`config.mk`:
```
export PLATFORM = sky130hd
export DESIGN_NAME = free_list_allocator_top
export DESIGN_NICKNAME = d
export VERILOG_FILES = /design/src/sv/fla_pkg.sv /design/src/sv/fla_ram.sv /design/src/sv/fla_front.sv /design/src/sv/fla_queue.sv /design/src/sv/fla_back.sv /design/src/sv/free_list_allocator_top.sv
export SDC_FILE = /design/constraint.sdc
export NUM_CORES = 2
export LEC_CHECK = 0
export BUFFER_PORTS_ARGS = -buffer_cell sky130_fd_sc_hd__buf_2
export CAP_MARGIN = 20
export CELL_PAD_IN_SITES_DETAIL_PLACEMENT = 2
export CELL_PAD_IN_SITES_GLOBAL_PLACEMENT = 2
export CORE_ASPECT_RATIO = 0.75
export CORE_MARGIN = 2
export CORE_UTILIZATION = 42
export CTS_CLUSTER_DIAMETER = 40
export DETAILED_ROUTE_END_ITERATION = 6
export PLACE_DENSITY_LB_ADDON = 0.1
export RECOVER_POWER = 25
export SYNTH_ARGS = -nofsm -noshare
export SYNTH_HDL_FRONTEND = slang
export SYNTH_HIERARCHICAL = 1
export SYNTH_SLANG_ARGS = --single-unit
export TNS_END_PERCENT = 100
```
`constraint.sdc`:
```
create_clock -name clk -period 6.6 [get_ports clk]
set_input_delay 0.33 -clock clk [delete_from_list [all_inputs] [get_ports clk]]
set_output_delay 0.33 -clock clk [all_outputs]
set_load 0.05 [all_outputs]
```
`src/sv/fla_pkg.sv`:
```
// Shared types and constants of the free list allocator.
// Depends on nothing; imported by every module of the block but fla_ram.
`timescale 1ns / 1ps
package fla_pkg;

    localparam int ADDR_W = 20;
    localparam int LEN_W  = 21;
    localparam int SIZE_W = 22;
    localparam int NEED_W = 23;
    localparam int PAGES_W = 9;

    localparam int DEF_FREE_ENTRIES = 16;
    localparam int DEF_LIVE_ENTRIES = 16;
    localparam int DEF_PAGE_BYTES   = 4096;
    localparam int DEF_HEADER_BYTES = 8;

    localparam int QUEUE_DEPTH = 2;
    localparam int MAX_PAGES   = 256;
    localparam int MAX_REGION  = 1048576;

    localparam logic [1:0] ST_OK       = 2'd0;
    localparam logic [1:0] ST_NO_SPACE = 2'd1;
    localparam logic [1:0] ST_BAD_PTR  = 2'd2;
    localparam logic [1:0] ST_FULL     = 2'd3;

    localparam logic MODE_ALLOC = 1'b0;
    localparam logic MODE_FREE  = 1'b1;

    localparam logic [1:0] FIT_BEST  = 2'd0;
    localparam logic [1:0] FIT_WORST = 2'd1;
    localparam logic [1:0] FIT_FIRST = 2'd2;

    typedef struct packed {
        logic              mode;
        logic [1:0]        fit;
        logic [SIZE_W-1:0] size;
        logic [NEED_W-1:0] need;
        logic [ADDR_W-1:0] addr;
    } cmd_t;

endpackage

```
`src/sv/fla_ram.sv`:
```
// Generic single-write, single-read RAM with registered read data.
// Depends on nothing.
`timescale 1ns / 1ps
module fla_ram #(
    parameter int WIDTH = 8,
    parameter int DEPTH = 16,
    localparam int AW = (DEPTH > 1) ? $clog2(DEPTH) : 1
) (
    input  logic             clk,
    input  logic             we,
    input  logic [AW-1:0]    waddr,
    input  logic [WIDTH-1:0] wdata,
    input  logic [AW-1:0]    raddr,
    output logic [WIDTH-1:0] rdata
);

    logic [WIDTH-1:0] mem [DEPTH];

    always_ff @(posedge clk)
    begin
        if (we)
        begin
            mem[waddr] <= wdata;
        end
        rdata <= mem[raddr];
    end

endmodule

```
`src/sv/fla_front.sv`:
```
// Front end: takes requests, rounds sizes and builds queue commands.
// Depends on fla_pkg.
`timescale 1ns / 1ps
module fla_front
    import fla_pkg::*;
#(
    parameter int HEADER_BYTES = DEF_HEADER_BYTES
) (
    input  logic              start,
    output logic              busy,
    input  logic              mode,
    input  logic [20:0]       request_bytes,
    input  logic [1:0]        fit_policy,
    input  logic [19:0]       release_address,
    input  logic              q_full,
    output logic              push,
    output cmd_t              push_cmd
);

    logic [SIZE_W-1:0] sum;
    logic [SIZE_W-1:0] size;

    always_comb
    begin
        sum  = {1'b0, request_bytes} + SIZE_W'(7);
        size = sum & ~SIZE_W'(7);
        if (size == '0)
        begin
            size = SIZE_W'(8);
        end
        push_cmd.mode = mode;
        push_cmd.fit  = fit_policy;
        push_cmd.size = size;
        push_cmd.need = {1'b0, size} + NEED_W'(HEADER_BYTES);
        push_cmd.addr = release_address;
    end

    assign busy = q_full;
    assign push = start && !q_full;

endmodule

```
`src/sv/fla_queue.sv`:
```
// Short command queue between front and back ends.
// Depends on fla_pkg.
`timescale 1ns / 1ps
module fla_queue
    import fla_pkg::*;
(
    input  logic clk,
    input  logic rst_n,
    input  logic push,
    input  cmd_t push_cmd,
    output logic full,
    input  logic pop,
    output cmd_t pop_cmd,
    output logic empty
);

    localparam int QIW = (QUEUE_DEPTH > 1) ? $clog2(QUEUE_DEPTH) : 1;
    localparam int QCW = $clog2(QUEUE_DEPTH + 1);

    cmd_t           slot_reg [QUEUE_DEPTH];
    logic [QIW-1:0] wr_reg, wr_next;
    logic [QIW-1:0] rd_reg, rd_next;
    logic [QCW-1:0] cnt_reg, cnt_next;

    assign full    = (cnt_reg == QCW'(QUEUE_DEPTH));
    assign empty   = (cnt_reg == '0);
    assign pop_cmd = slot_reg[rd_reg];

    always_comb
    begin
        wr_next  = wr_reg;
        rd_next  = rd_reg;
        cnt_next = cnt_reg;
        if (push)
        begin
            wr_next = (wr_reg == QIW'(QUEUE_DEPTH - 1)) ? '0 : wr_reg + 1'b1;
        end
        if (pop)
        begin
            rd_next = (rd_reg == QIW'(QUEUE_DEPTH - 1)) ? '0 : rd_reg + 1'b1;
        end
        if (push && !pop)
        begin
            cnt_next = cnt_reg + 1'b1;
        end
        else if (pop && !push)
        begin
            cnt_next = cnt_reg - 1'b1;
        end
    end

    always_ff @(posedge clk or negedge rst_n)
    begin
        if (!rst_n)
        begin
            wr_reg  <= '0;
            rd_reg  <= '0;
            cnt_reg <= '0;
        end
        else
        begin
            wr_reg  <= wr_next;
            rd_reg  <= rd_next;
            cnt_reg <= cnt_next;
        end
    end

    always_ff @(posedge clk)
    begin
        if (push)
        begin
            slot_reg[wr_reg] <= push_cmd;
        end
    end

endmodule

```
`src/sv/fla_back.sv`:
```
// Back end: free extent table, live table and the sequencer that runs commands.
// Depends on fla_pkg and fla_ram.
`timescale 1ns / 1ps
module fla_back
    import fla_pkg::*;
#(
    parameter int FREE_ENTRIES = DEF_FREE_ENTRIES,
    parameter int LIVE_ENTRIES = DEF_LIVE_ENTRIES,
    parameter int PAGE_BYTES   = DEF_PAGE_BYTES,
    parameter int HEADER_BYTES = DEF_HEADER_BYTES
) (
    input  logic               clk,
    input  logic               rst_n,
    input  logic               q_empty,
    input  cmd_t               q_cmd,
    output logic               pop,
    input  logic               cfg_valid,
    output logic               cfg_ready,
    input  logic [PAGES_W-1:0] region_pages,
    output logic               done,
    output logic [ADDR_W-1:0]  granted_address,
    output logic [1:0]         status
);

    localparam int FIW = (FREE_ENTRIES > 1) ? $clog2(FREE_ENTRIES) : 1;
    localparam int FCW = $clog2(FREE_ENTRIES + 1);
    localparam int LIW = (LIVE_ENTRIES > 1) ? $clog2(LIVE_ENTRIES) : 1;
    localparam int LCW = $clog2(LIVE_ENTRIES + 1);
    localparam int EW  = ADDR_W + LEN_W;

    typedef enum logic [3:0] {
        S_INIT, S_IDLE,
        S_A_RD, S_A_EV, S_A_SLOT, S_A_COMMIT,
        S_F_RD, S_F_EV, S_M_RD, S_M_EV,
        S_C_RD, S_C_EV, S_C_LAST
    } state_t;

    function automatic logic [LEN_W-1:0] region_len(input logic [PAGES_W-1:0] v);
        logic [PAGES_W-1:0] p;
        logic [25:0]        prod;
        p = v;
        if (p == '0)
        begin
            p = PAGES_W'(1);
        end
        if (p > PAGES_W'(MAX_PAGES))
        begin
            p = PAGES_W'(MAX_PAGES);
        end
        prod = 26'(p) * 26'(PAGE_BYTES);
        if (prod > 26'(MAX_REGION))
        begin
            prod = 26'(MAX_REGION);
        end
        return prod[LEN_W-1:0];
    endfunction

    state_t             state_reg, state_next;
    cmd_t               cmd_reg, cmd_next;
    logic [PAGES_W-1:0] region_reg, region_next;
    logic [FCW-1:0]     count_reg, count_next;
    logic [FCW-1:0]     idx_reg, idx_next;
    logic [FCW-1:0]     wr_reg, wr_next;
    logic               pick_found_reg, pick_found_next;
    logic [FIW-1:0]     pick_idx_reg, pick_idx_next;
    logic [ADDR_W-1:0]  pick_start_reg, pick_start_next;
    logic [LEN_W-1:0]   pick_len_reg, pick_len_next;
    logic [LEN_W-1:0]   best_reg, best_next;
    logic [LCW-1:0]     slot_reg, slot_next;
    logic               slot_found_reg, slot_found_next;
    logic [LEN_W-1:0]   lo_reg, lo_next;
    logic [LEN_W-1:0]   hi_reg, hi_next;
    logic               changed_reg, changed_next;
    logic               merged_reg, merged_next;
    logic [ADDR_W-1:0]  pend_start_reg, pend_start_next;
    logic [LEN_W-1:0]   pend_len_reg, pend_len_next;
    logic               gone_reg [FREE_ENTRIES];
    logic               gone_next [FREE_ENTRIES];
    logic               live_valid_reg [LIVE_ENTRIES];
    logic               live_valid_next [LIVE_ENTRIES];
    logic               done_reg, done_next;
    logic [ADDR_W-1:0]  gaddr_reg, gaddr_next;
    logic [1:0]         status_reg, status_next;

    logic              ext_we;
    logic [FIW-1:0]    ext_waddr;
    logic [EW-1:0]     ext_wdata;
    logic [EW-1:0]     ext_rdata;
    logic              live_we;
    logic [EW-1:0]     live_wdata;
    logic [EW-1:0]     live_rdata;
    logic [ADDR_W-1:0] ext_rd_start;
    logic [LEN_W-1:0]  ext_rd_len;
    logic [LEN_W-1:0]  ext_rd_end;
    logic [ADDR_W-1:0] live_rd_start;
    logic [LEN_W-1:0]  live_rd_len;
    logic              fits;
    logic              take;
    logic              stop;
    logic [SIZE_W-1:0] carve;

    fla_ram #(.WIDTH(EW), .DEPTH(FREE_ENTRIES)) u_ext_ram (
        .clk   (clk),
        .we    (ext_we),
        .waddr (ext_waddr),
        .wdata (ext_wdata),
        .raddr (idx_reg[FIW-1:0]),
        .rdata (ext_rdata)
    );

    fla_ram #(.WIDTH(EW), .DEPTH(LIVE_ENTRIES)) u_live_ram (
        .clk   (clk),
        .we    (live_we),
        .waddr (slot_reg[LIW-1:0]),
        .wdata (live_wdata),
        .raddr (slot_reg[LIW-1:0]),
        .rdata (live_rdata)
    );

    assign ext_rd_start  = ext_rdata[EW-1:LEN_W];
    assign ext_rd_len    = ext_rdata[LEN_W-1:0];
    assign ext_rd_end    = {1'b0, ext_rd_start} + ext_rd_len;
    assign live_rd_start = live_rdata[EW-1:LEN_W];
    assign live_rd_len   = live_rdata[LEN_W-1:0];
    assign carve         = {2'b00, pick_start_reg} + {1'b0, pick_len_reg} - cmd_reg.size;

    assign cfg_ready       = (state_reg == S_IDLE) && q_empty;
    assign done            = done_reg;
    assign granted_address = gaddr_reg;
    assign status          = status_reg;

    always_comb
    begin
        state_next      = state_reg;
        cmd_next        = cmd_reg;
        region_next     = region_reg;
        count_next      = count_reg;
        idx_next        = idx_reg;
        wr_next         = wr_reg;
        pick_found_next = pick_found_reg;
        pick_idx_next   = pick_idx_reg;
        pick_start_next = pick_start_reg;
        pick_len_next   = pick_len_reg;
        best_next       = best_reg;
        slot_next       = slot_reg;
        slot_found_next = slot_found_reg;
        lo_next         = lo_reg;
        hi_next         = hi_reg;
        changed_next    = changed_reg;
        merged_next     = merged_reg;
        pend_start_next = pend_start_reg;
        pend_len_next   = pend_len_reg;
        gone_next       = gone_reg;
        live_valid_next = live_valid_reg;
        done_next       = 1'b0;
        gaddr_next      = gaddr_reg;
        status_next     = status_reg;
        pop             = 1'b0;
        ext_we          = 1'b0;
        ext_waddr       = '0;
        ext_wdata       = '0;
        live_we         = 1'b0;
        live_wdata      = '0;
        fits            = ({2'b00, ext_rd_len} >= cmd_reg.need);
        take            = 1'b0;
        stop            = 1'b0;

        // search a free live slot alongside the extent scan
        if ((state_reg == S_A_RD || state_reg == S_A_EV || state_reg == S_A_SLOT)
            && !slot_found_reg && slot_reg < LCW'(LIVE_ENTRIES))
        begin
            if (!live_valid_reg[slot_reg[LIW-1:0]])
            begin
                slot_found_next = 1'b1;
            end
            else
            begin
                slot_next = slot_reg + 1'b1;
            end
        end

        unique case (state_reg)
            S_INIT:
            begin
                ext_we     = 1'b1;
                ext_waddr  = '0;
                ext_wdata  = {ADDR_W'(0), region_len(region_reg)};
                count_next = FCW'(1);
                for (int i = 0; i < LIVE_ENTRIES; i++)
                begin
                    live_valid_next[i] = 1'b0;
                end
                state_next = S_IDLE;
            end
            S_IDLE:
            begin
                if (cfg_valid && cfg_ready)
                begin
                    region_next = region_pages;
                    state_next  = S_INIT;
                end
                else if (!q_empty)
                begin
                    pop             = 1'b1;
                    cmd_next        = q_cmd;
                    idx_next        = '0;
                    slot_next       = '0;
                    slot_found_next = 1'b0;
                    pick_found_next = 1'b0;
                    best_next       = (q_cmd.fit == FIT_BEST) ? '1 : '0;
                    state_next      = (q_cmd.mode == MODE_ALLOC) ? S_A_RD : S_F_RD;
                end
            end
            S_A_RD:
            begin
                state_next = (idx_reg < count_reg) ? S_A_EV : S_A_SLOT;
            end
            S_A_EV:
            begin
                unique case (cmd_reg.fit)
                    FIT_BEST:  take = fits && (ext_rd_len <= best_reg);
                    FIT_WORST: take = fits && (ext_rd_len >= best_reg);
                    FIT_FIRST:
                    begin
                        take = fits;
                        stop = fits;
                    end
                    default:   take = 1'b0;
                endcase
                if (take)
                begin
                    best_next       = ext_rd_len;
                    pick_found_next = 1'b1;
                    pick_idx_next   = idx_reg[FIW-1:0];
                    pick_start_next = ext_rd_start;
                    pick_len_next   = ext_rd_len;
                end
                idx_next   = idx_reg + 1'b1;
                state_next = stop ? S_A_SLOT : S_A_RD;
            end
            S_A_SLOT:
            begin
                if (!pick_found_reg)
                begin
                    done_next   = 1'b1;
                    gaddr_next  = '0;
                    status_next = ST_NO_SPACE;
                    state_next  = S_IDLE;
                end
                else if (slot_found_reg)
                begin
                    state_next = S_A_COMMIT;
                end
                else if (slot_reg >= LCW'(LIVE_ENTRIES))
                begin
                    done_next   = 1'b1;
                    gaddr_next  = '0;
                    status_next = ST_FULL;
                    state_next  = S_IDLE;
                end
            end
            S_A_COMMIT:
            begin
                ext_we      = 1'b1;
                ext_waddr   = pick_idx_reg;
                ext_wdata   = {pick_start_reg, pick_len_reg - cmd_reg.need[LEN_W-1:0]};
                live_we     = 1'b1;
                live_wdata  = {carve[ADDR_W-1:0], cmd_reg.size[LEN_W-1:0]};
                live_valid_next[slot_reg[LIW-1:0]] = 1'b1;
                done_next   = 1'b1;
                gaddr_next  = carve[ADDR_W-1:0];
                status_next = ST_OK;
                state_next  = S_IDLE;
            end
            S_F_RD:
            begin
                if (slot_reg < LCW'(LIVE_ENTRIES))
                begin
                    state_next = S_F_EV;
                end
                else
                begin
                    done_next   = 1'b1;
                    gaddr_next  = '0;
                    status_next = ST_BAD_PTR;
                    state_next  = S_IDLE;
                end
            end
            S_F_EV:
            begin
                if (live_valid_reg[slot_reg[LIW-1:0]] && live_rd_start == cmd_reg.addr)
                begin
                    lo_next      = {1'b0, cmd_reg.addr} - LEN_W'(HEADER_BYTES);
                    hi_next      = {1'b0, cmd_reg.addr} + live_rd_len;
                    merged_next  = 1'b0;
                    changed_next = 1'b0;
                    idx_next     = '0;
                    for (int i = 0; i < FREE_ENTRIES; i++)
                    begin
                        gone_next[i] = 1'b0;
                    end
                    state_next = S_M_RD;
                end
                else
                begin
                    slot_next  = slot_reg + 1'b1;
                    state_next = S_F_RD;
                end
            end
            S_M_RD:
            begin
                if (idx_reg < count_reg)
                begin
                    state_next = S_M_EV;
                end
                else if (changed_reg)
                begin
                    changed_next = 1'b0;
                    idx_next     = '0;
                end
                else if (!merged_reg && count_reg >= FCW'(FREE_ENTRIES))
                begin
                    done_next   = 1'b1;
                    gaddr_next  = '0;
                    status_next = ST_FULL;
                    state_next  = S_IDLE;
                end
                else
                begin
                    idx_next        = '0;
                    wr_next         = '0;
                    pend_start_next = lo_reg[ADDR_W-1:0];
                    pend_len_next   = hi_reg - lo_reg;
                    state_next      = S_C_RD;
                end
            end
            S_M_EV:
            begin
                if (!gone_reg[idx_reg[FIW-1:0]]
                    && (ext_rd_end == lo_reg || {1'b0, ext_rd_start} == hi_reg))
                begin
                    if ({1'b0, ext_rd_start} < lo_reg)
                    begin
                        lo_next = {1'b0, ext_rd_start};
                    end
                    if (ext_rd_end > hi_reg)
                    begin
                        hi_next = ext_rd_end;
                    end
                    gone_next[idx_reg[FIW-1:0]] = 1'b1;
                    merged_next  = 1'b1;
                    changed_next = 1'b1;
                end
                idx_next   = idx_reg + 1'b1;
                state_next = S_M_RD;
            end
            S_C_RD:
            begin
                state_next = (idx_reg < count_reg) ? S_C_EV : S_C_LAST;
            end
            S_C_EV:
            begin
                if (!gone_reg[idx_reg[FIW-1:0]])
                begin
                    ext_we          = 1'b1;
                    ext_waddr       = wr_reg[FIW-1:0];
                    ext_wdata       = {pend_start_reg, pend_len_reg};
                    pend_start_next = ext_rd_start;
                    pend_len_next   = ext_rd_len;
                    wr_next         = wr_reg + 1'b1;
                end
                idx_next   = idx_reg + 1'b1;
                state_next = S_C_RD;
            end
            S_C_LAST:
            begin
                ext_we      = 1'b1;
                ext_waddr   = wr_reg[FIW-1:0];
                ext_wdata   = {pend_start_reg, pend_len_reg};
                count_next  = wr_reg + 1'b1;
                live_valid_next[slot_reg[LIW-1:0]] = 1'b0;
                done_next   = 1'b1;
                gaddr_next  = '0;
                status_next = ST_OK;
                state_next  = S_IDLE;
            end
            default:
            begin
                state_next = S_IDLE;
            end
        endcase
    end

    always_ff @(posedge clk or negedge rst_n)
    begin
        if (!rst_n)
        begin
            state_reg      <= S_INIT;
            region_reg     <= PAGES_W'(1);
            count_reg      <= FCW'(1);
            idx_reg        <= '0;
            wr_reg         <= '0;
            pick_found_reg <= 1'b0;
            slot_reg       <= '0;
            slot_found_reg <= 1'b0;
            changed_reg    <= 1'b0;
            merged_reg     <= 1'b0;
            done_reg       <= 1'b0;
            status_reg     <= ST_OK;
            gaddr_reg      <= '0;
            for (int i = 0; i < FREE_ENTRIES; i++)
            begin
                gone_reg[i] <= 1'b0;
            end
            for (int i = 0; i < LIVE_ENTRIES; i++)
            begin
                live_valid_reg[i] <= 1'b0;
            end
        end
        else
        begin
            state_reg      <= state_next;
            region_reg     <= region_next;
            count_reg      <= count_next;
            idx_reg        <= idx_next;
            wr_reg         <= wr_next;
            pick_found_reg <= pick_found_next;
            slot_reg       <= slot_next;
            slot_found_reg <= slot_found_next;
            changed_reg    <= changed_next;
            merged_reg     <= merged_next;
            done_reg       <= done_next;
            status_reg     <= status_next;
            gaddr_reg      <= gaddr_next;
            gone_reg       <= gone_next;
            live_valid_reg <= live_valid_next;
        end
    end

    always_ff @(posedge clk)
    begin
        cmd_reg        <= cmd_next;
        pick_idx_reg   <= pick_idx_next;
        pick_start_reg <= pick_start_next;
        pick_len_reg   <= pick_len_next;
        best_reg       <= best_next;
        lo_reg         <= lo_next;
        hi_reg         <= hi_next;
        pend_start_reg <= pend_start_next;
        pend_len_reg   <= pend_len_next;
    end

endmodule

```
`src/sv/free_list_allocator_top.sv`:
```
// Free list allocator over a paged byte region: allocate and free requests,
// one result per request. Holds front end, command queue and back end.
// Depends on fla_pkg, fla_front, fla_queue, fla_back.
//
// A request is taken when start is high and busy is low; busy rises only when
// the two-entry command queue is full. Each request yields one result, shown
// for a single cycle with done high; the receiver cannot stall it. Requests
// run one at a time in the back end, which reads its tables through RAMs with
// registered reads, a read and an evaluate state per visited entry. Each
// request is popped in the idle state, and its result shows on the registered
// done after the last back end step. Allocate: a read and an evaluate step for
// each free extent up to the fit (all of them for best and worst fit, plus a
// read to close a full scan), then a step to check the live slot search and a
// commit step. The slot search visits one live entry per cycle alongside the
// extent scan and holds the check until it ends. Free: a read and an evaluate
// step per live entry up to the match (all of them and a closing read when
// there is none), then the same per extent in each merge pass (one pass more
// than there are merge rounds) and in the table rebuild, which ends with a
// closing read and a write. After reset and each region_pages write the back
// end rebuilds its tables in its init state; cfg_ready is low meanwhile.
`timescale 1ns / 1ps
module free_list_allocator_top
    import fla_pkg::*;
#(
    parameter int FREE_ENTRIES = DEF_FREE_ENTRIES,
    parameter int LIVE_ENTRIES = DEF_LIVE_ENTRIES,
    parameter int PAGE_BYTES   = DEF_PAGE_BYTES,
    parameter int HEADER_BYTES = DEF_HEADER_BYTES
) (
    input  logic        clk,
    input  logic        rst_n,
    input  logic        start,
    output logic        busy,
    input  logic        mode,
    input  logic [20:0] request_bytes,
    input  logic [1:0]  fit_policy,
    input  logic [19:0] release_address,
    output logic        done,
    output logic [19:0] granted_address,
    output logic [1:0]  status,
    input  logic        cfg_valid,
    output logic        cfg_ready,
    input  logic [8:0]  region_pages
);

    logic push;
    cmd_t push_cmd;
    logic q_full;
    logic q_empty;
    logic pop;
    cmd_t pop_cmd;

    fla_front #(.HEADER_BYTES(HEADER_BYTES)) u_front (
        .start           (start),
        .busy            (busy),
        .mode            (mode),
        .request_bytes   (request_bytes),
        .fit_policy      (fit_policy),
        .release_address (release_address),
        .q_full          (q_full),
        .push            (push),
        .push_cmd        (push_cmd)
    );

    fla_queue u_queue (
        .clk      (clk),
        .rst_n    (rst_n),
        .push     (push),
        .push_cmd (push_cmd),
        .full     (q_full),
        .pop      (pop),
        .pop_cmd  (pop_cmd),
        .empty    (q_empty)
    );

    fla_back #(
        .FREE_ENTRIES (FREE_ENTRIES),
        .LIVE_ENTRIES (LIVE_ENTRIES),
        .PAGE_BYTES   (PAGE_BYTES),
        .HEADER_BYTES (HEADER_BYTES)
    ) u_back (
        .clk             (clk),
        .rst_n           (rst_n),
        .q_empty         (q_empty),
        .q_cmd           (pop_cmd),
        .pop             (pop),
        .cfg_valid       (cfg_valid),
        .cfg_ready       (cfg_ready),
        .region_pages    (region_pages),
        .done            (done),
        .granted_address (granted_address),
        .status          (status)
    );

endmodule

```
After elaboration in Yosys (flattened, before gate mapping)
Memories as Yosys holds them, arrays and structs flattened. A register that Yosys moved wholly into a read port is not among the register bits.
Index checks and enable logic that the tools add are counted.

storage, ports and cells
  ROM bits = 0
  latch bits = 0
  output and inout bits = 25
  input port bits = 57
  logic and storage cells = 333
  bits in writable memories = 1448
  memories = 3
  bits in registers = 311

memories
  memory                 words  bits a word  read ports  clocked after Yosys merged registers in  wr ports  RTL line         text
  u_back.u_ext_ram.mem   16     41           1           1                                        1         fla_ram.sv:17    logic [WIDTH-1:0] mem [DEPTH];
  u_back.u_live_ram.mem  16     41           1           1                                        1         fla_ram.sv:17
  u_queue.slot_reg       2      68           1           0                                        1         fla_queue.sv:20  cmd_t slot_reg [QUEUE_DEPTH];

operators by class
  eq/ne operators = 37
  order comparisons = 15
  bitwise operators = 8
  reductions and logical operators = 55
  $mul = 0
  shift-type cells = 0
  divide/modulo/power cells = 0
  muxes and demuxes = 139
  add/sub/neg operators = 16

operator list
  kind                                                             count
  21-bit 2-to-1 mux                                                15
  20-bit 2-to-1 mux                                                11
  21-bit one-hot mux with 2 select lines                           4
  41-bit one-hot mux with 4 select lines                           1
  20-bit one-hot mux with 5 select lines                           1
  41-bit 2-to-1 mux                                                2
  5-bit 2-to-1 mux                                                 14
  16-bit one-hot mux with 3 select lines                           1
  20-bit by 21-bit adder with 21-bit output                        2
  21-bit subtractor                                                2
  1-bit 2-to-1 mux                                                 40
  4-bit 2-to-1 mux                                                 10
  20-bit one-hot mux with 2 select lines                           1
  4-bit one-hot mux with 10 select lines                           1
  9-bit 2-to-1 mux                                                 4
  16-bit 2-to-1 mux                                                2
  16-bit OR                                                        2
  16-bit one-hot mux with 2 select lines                           1
  5-bit one-hot mux with 2 select lines                            3
  22-bit by 4-bit adder with 23-bit output, second input constant  1
  21-bit by 23-bit greater-or-equal comparator with 1-bit output   1
  21-bit by 3-bit adder with 22-bit output, second input constant  1
  22-bit zero test                                                 1
  22-bit 2-to-1 mux                                                1
  other kinds (63)                                                 148

Depth between registers and ports, before layout
  depth in word-level cells = 9
  gate-level depth with buffers = 16
  gate-level depth less buffers = 16

Modules after synthesis
The synthesis kept the hierarchy.

by module, submodules not included
  module                       cells an instance  seq. area each (µm²)  instances  area each (µm²)
  fla_ram (u_back.u_ext_ram)   1066               20519.7               1          25375.6
  fla_ram (u_back.u_live_ram)  1066               20519.7               1          25369.3
  fla_back                     2254               8760.9                1          21418.0
  fla_queue                    228                4184.0                1          5136.2
  fla_front                    166                0.0                   1          1106.1

Worst setup path before layout
OpenSTA, ideal clock, no wires.

  path kind = register to register
  start = register u_back.u_ext_ram.rdata[6], read port of u_back.u_ext_ram.mem
  end = register u_back.best_reg[0] (enable)
  library setup time = 0.381 ns
  path slack = 0.164 ns
  data arrival time = 6.055 ns
  clock period less this slack = 6.436 ns
  stages on the path, launching flop included = 13
  path through = dfxtp_1 > ha_1 > a21o_1 > a21o_1 > a21o_1 > a21o_1 > a21o_1 > a21o_1 > a221o_1 > nand3_1 > mux2i_1 > nor3_1 > nand2b_1

on the way
  longest elaborated chain between the ends = 6

ends and longest elaborated chain
  element                                                                                 RTL line                          text
  from (decl)                                                                             fla_ram.sv:14                     output logic [WIDTH-1:0] rdata
  21-bit by 23-bit greater-or-equal comparator with 1-bit output (tied with other cells)  fla_back.sv:164                   fits = ({2'b00, ext_rd_len} >= cmd_reg.need);
  1-bit logical AND, on equally long branches                                             fla_back.sv:222, fla_back.sv:221
  1-bit one-hot mux with 3 select lines *                                                 fla_back.sv:220                   unique case (cmd_reg.fit)
  1-bit 2-to-1 mux *                                                                      fla_back.sv:182                   unique case (state_reg)
  2-bit != test (no source line) *                                                        --
  4-bit AND reduction (no source line) *                                                  --
  to (signal assigned)                                                                    fla_back.sv:446                   best_reg <= best_next;
  to (decl)                                                                               fla_back.sv:68                    logic [LEN_W-1:0] best_reg, best_next;

Every way passes the cells marked *; elsewhere a longest branch is shown, timed or not. The select of a mux whose other input is x is not followed.
A chain may end at the register's enable or synchronous reset.

==> flow_summary.yaml <==
setup_path:
  cp-start-kind: "flip-flop"
  path_max_fanout: 56
  worstPathCellList: "clkbuf_1, buf_4, mux4_2, a22oi_1, nand2_1"
  criticalPathCategory: "flip-flop to flip-flop"
  critical_path.slowest_cell: "clkbuf_1"
  required_ps: 7230
  crit_arrival_ps: 6220
  cpPeakStageDelay_ps: 2390
  cp-end-kind: "flip-flop"
finish:
  fin_nets: 5326
  diodes: 0
  area_delta_synth_final_pct: 15.07
  drive_gt1_share_pct: 18.82
  post-route-util_pct: 48.55
min_path:
  hold_path_class: "input port to flip-flop"
outcome:
  violations: "max-capacitance violations, max-slew violations"
  status: "complete, but fails checks"
route:
  ant_nets: 0
  drtPass1Iterations: 5
  num_vias: 46200
  detail_route.wirelength_um: 260900
  vias_per_cell: 5.959
  drtIter0Drc: 4843
  drcViolationCount: 0
  wl_per_cell_um: 33.65
timing:
  fin_ws_ps: 1008
  clock_skew_ps: 85.38
  post-route-min-period_ps: 5592
  setup_viol: 0
  fin_crit_sh_pct: 84.72
  max_freq_mhz: 178.8
  slew_violations: 783
  hold_viol_final: 0
  max_slew_margin_pct: -184.7
  worst_pin_slew_ps: 4271
  setup_tns_ps: 0
  rsz0062_at_grt: "false"
die:
  dieArea_um2: 190000
  start_util_pct: 42.19
  die_x_um: 502.7
  ios: 82
  die_h_um: 378
  coreArea_um2: 185600
  num_rows: 137
grt:
  grt_pass1_vias: 49160
  grt_usage_pct: 27.54
  antenna_found_initial: 15
  grt_max_degree: 101
  grt.overflow.total: 0
  grt_first_pass_wirelength_um: 373500
clock_network:
  cts_made_buffers: 225
  cts_max_level: 4
  cts_resized: 0
  root_buffer: "clkbuf_16"
  clock_path_buffers: 3
  cts_tree: "built"
  clk_pin_slew_worst_paths_ps: 60
  cts.sink_count: 1839
  insertion_delay_ps: 870
power_and_ir_drop:
  internal-power_mw: 26.36
  ir_worst_vdd_mv: 0.3016
  finalPower_mw: 40.68
  pwr-share-seq_pct: 38.9
  power_switching_mw: 14.32
  p_leak_nw: 31.60
  clkPwrFrac_pct: 31.2
  powerDensity_nw_per_um2: 451.4
  p_sw_share_pct: 35.20
  combPwrFrac_pct: 29.8
place:
  place.gp.congestion: 0.8835
  io_buffers: 81
  place_hpwl_um: 167800
  place_worst_setup_slack_ps: 1243
flow_run:
  maxCapViolCount: 18
synth:
  synthesis.area_um2: 78330
  syn_inst: 4776
  ys_warn_count: 6
  avgSynthCellArea_um2: 16.40
-- final cells by class --
cell class,instances,area [um^2]
clock buffer,275,6001
clock inverter,155,1739
fill,16950,95510
inverter,229,860.8
multi-input combinational,2481,22630
sequential,1839,53940
tap,2502,3131
timing repair buffer,272,1841
-- path summary, 6_finish.rpt --
| path | cells past startpoint | start | to | slack (ps) |
|---|---|---|---|---|
| min reg2reg | 1 | u_back/granted_address[15] | u_back/granted_address[15] | 480 |
| min | 2 | request_bytes[5] | u_queue/slot_reg[0][48] | 60 |
| max reg2reg | 5 | u_back/idx_reg[1] | u_back/u_ext_ram/rdata[25] | 1010 |
| max in group asynchronous | 3 | rst_n | u_back/slot_reg[1] | 1810 |
| max | 5 | u_back/idx_reg[1] | u_back/u_ext_ram/rdata[25] | 1010 |
| min in group asynchronous | 2 | rst_n | u_back/gone_reg[3] | 1550 |
-- stage by stage --
step | cell area (um^2) | hold WS [ps] | cells
5_1_grt | 90130 | 45.62 | 7753
2_1_floorplan | 78350 | 34.41 | 4782
4_1_cts | 90390 | 4.340 | 7743
6_report | 90130 | 62.77 | 7753
3_5_place_dp | 82220 | 424.6 | 7270
3_3_place_gp | 82190 | 418.1 | 7267
-- placed cells by master (no fill, tap or decap), types with 123 or more instances in the layout --
cell type,count
a21oi_1,131
edfxtp_1,1661
mux4_2,338
nor2_1,195
xnor2_1,123
inv_1,227
clkbuf_16,227
ha_1,198
o21ai_0,162
nand2_1,326
a22oi_1,169
-- critical path: cells and delay by family, from the launching register on --
| kind | cells | cell delay [ps] |
|---|---|---|
| flops | 1 | 800 |
| mux | 1 | 430 |
| buf+inv | 2 | 3370 |
| compound gates | 1 | 320 |
| simple gates | 1 | 280 |
-- power by group through the flow --
stage	Combinational, mW	Sequential, mW	Clock, mW
2_1_floorplan	7.98	15.3	0
3_3_place_gp	11.6	15.9	0
3_5_place_dp	11.9	16.0	0
4_1_cts	12.1	15.8	12.9
5_1_grt	13.1	15.9	13.3
6_report	12.1	15.8	12.7
-- layer usage --
layer | global-route usage (%) | routed length, um | part of all wire, %
met1 | 41.79 | 121000 | 46
met2 | 42.22 | 119100 | 46
met3 | 4.409 | 16550 | 6.3
met4 | 5.172 | 4191 | 1.6
met5 | 0 | 27 | 0.010
-- what timing repair did --
item	CTS	global route
hold endpoints to repair	142	0
buffers inserted	0	0
hold buffers	43	0
Note: power is estimated with default switching activity, not from simulation.
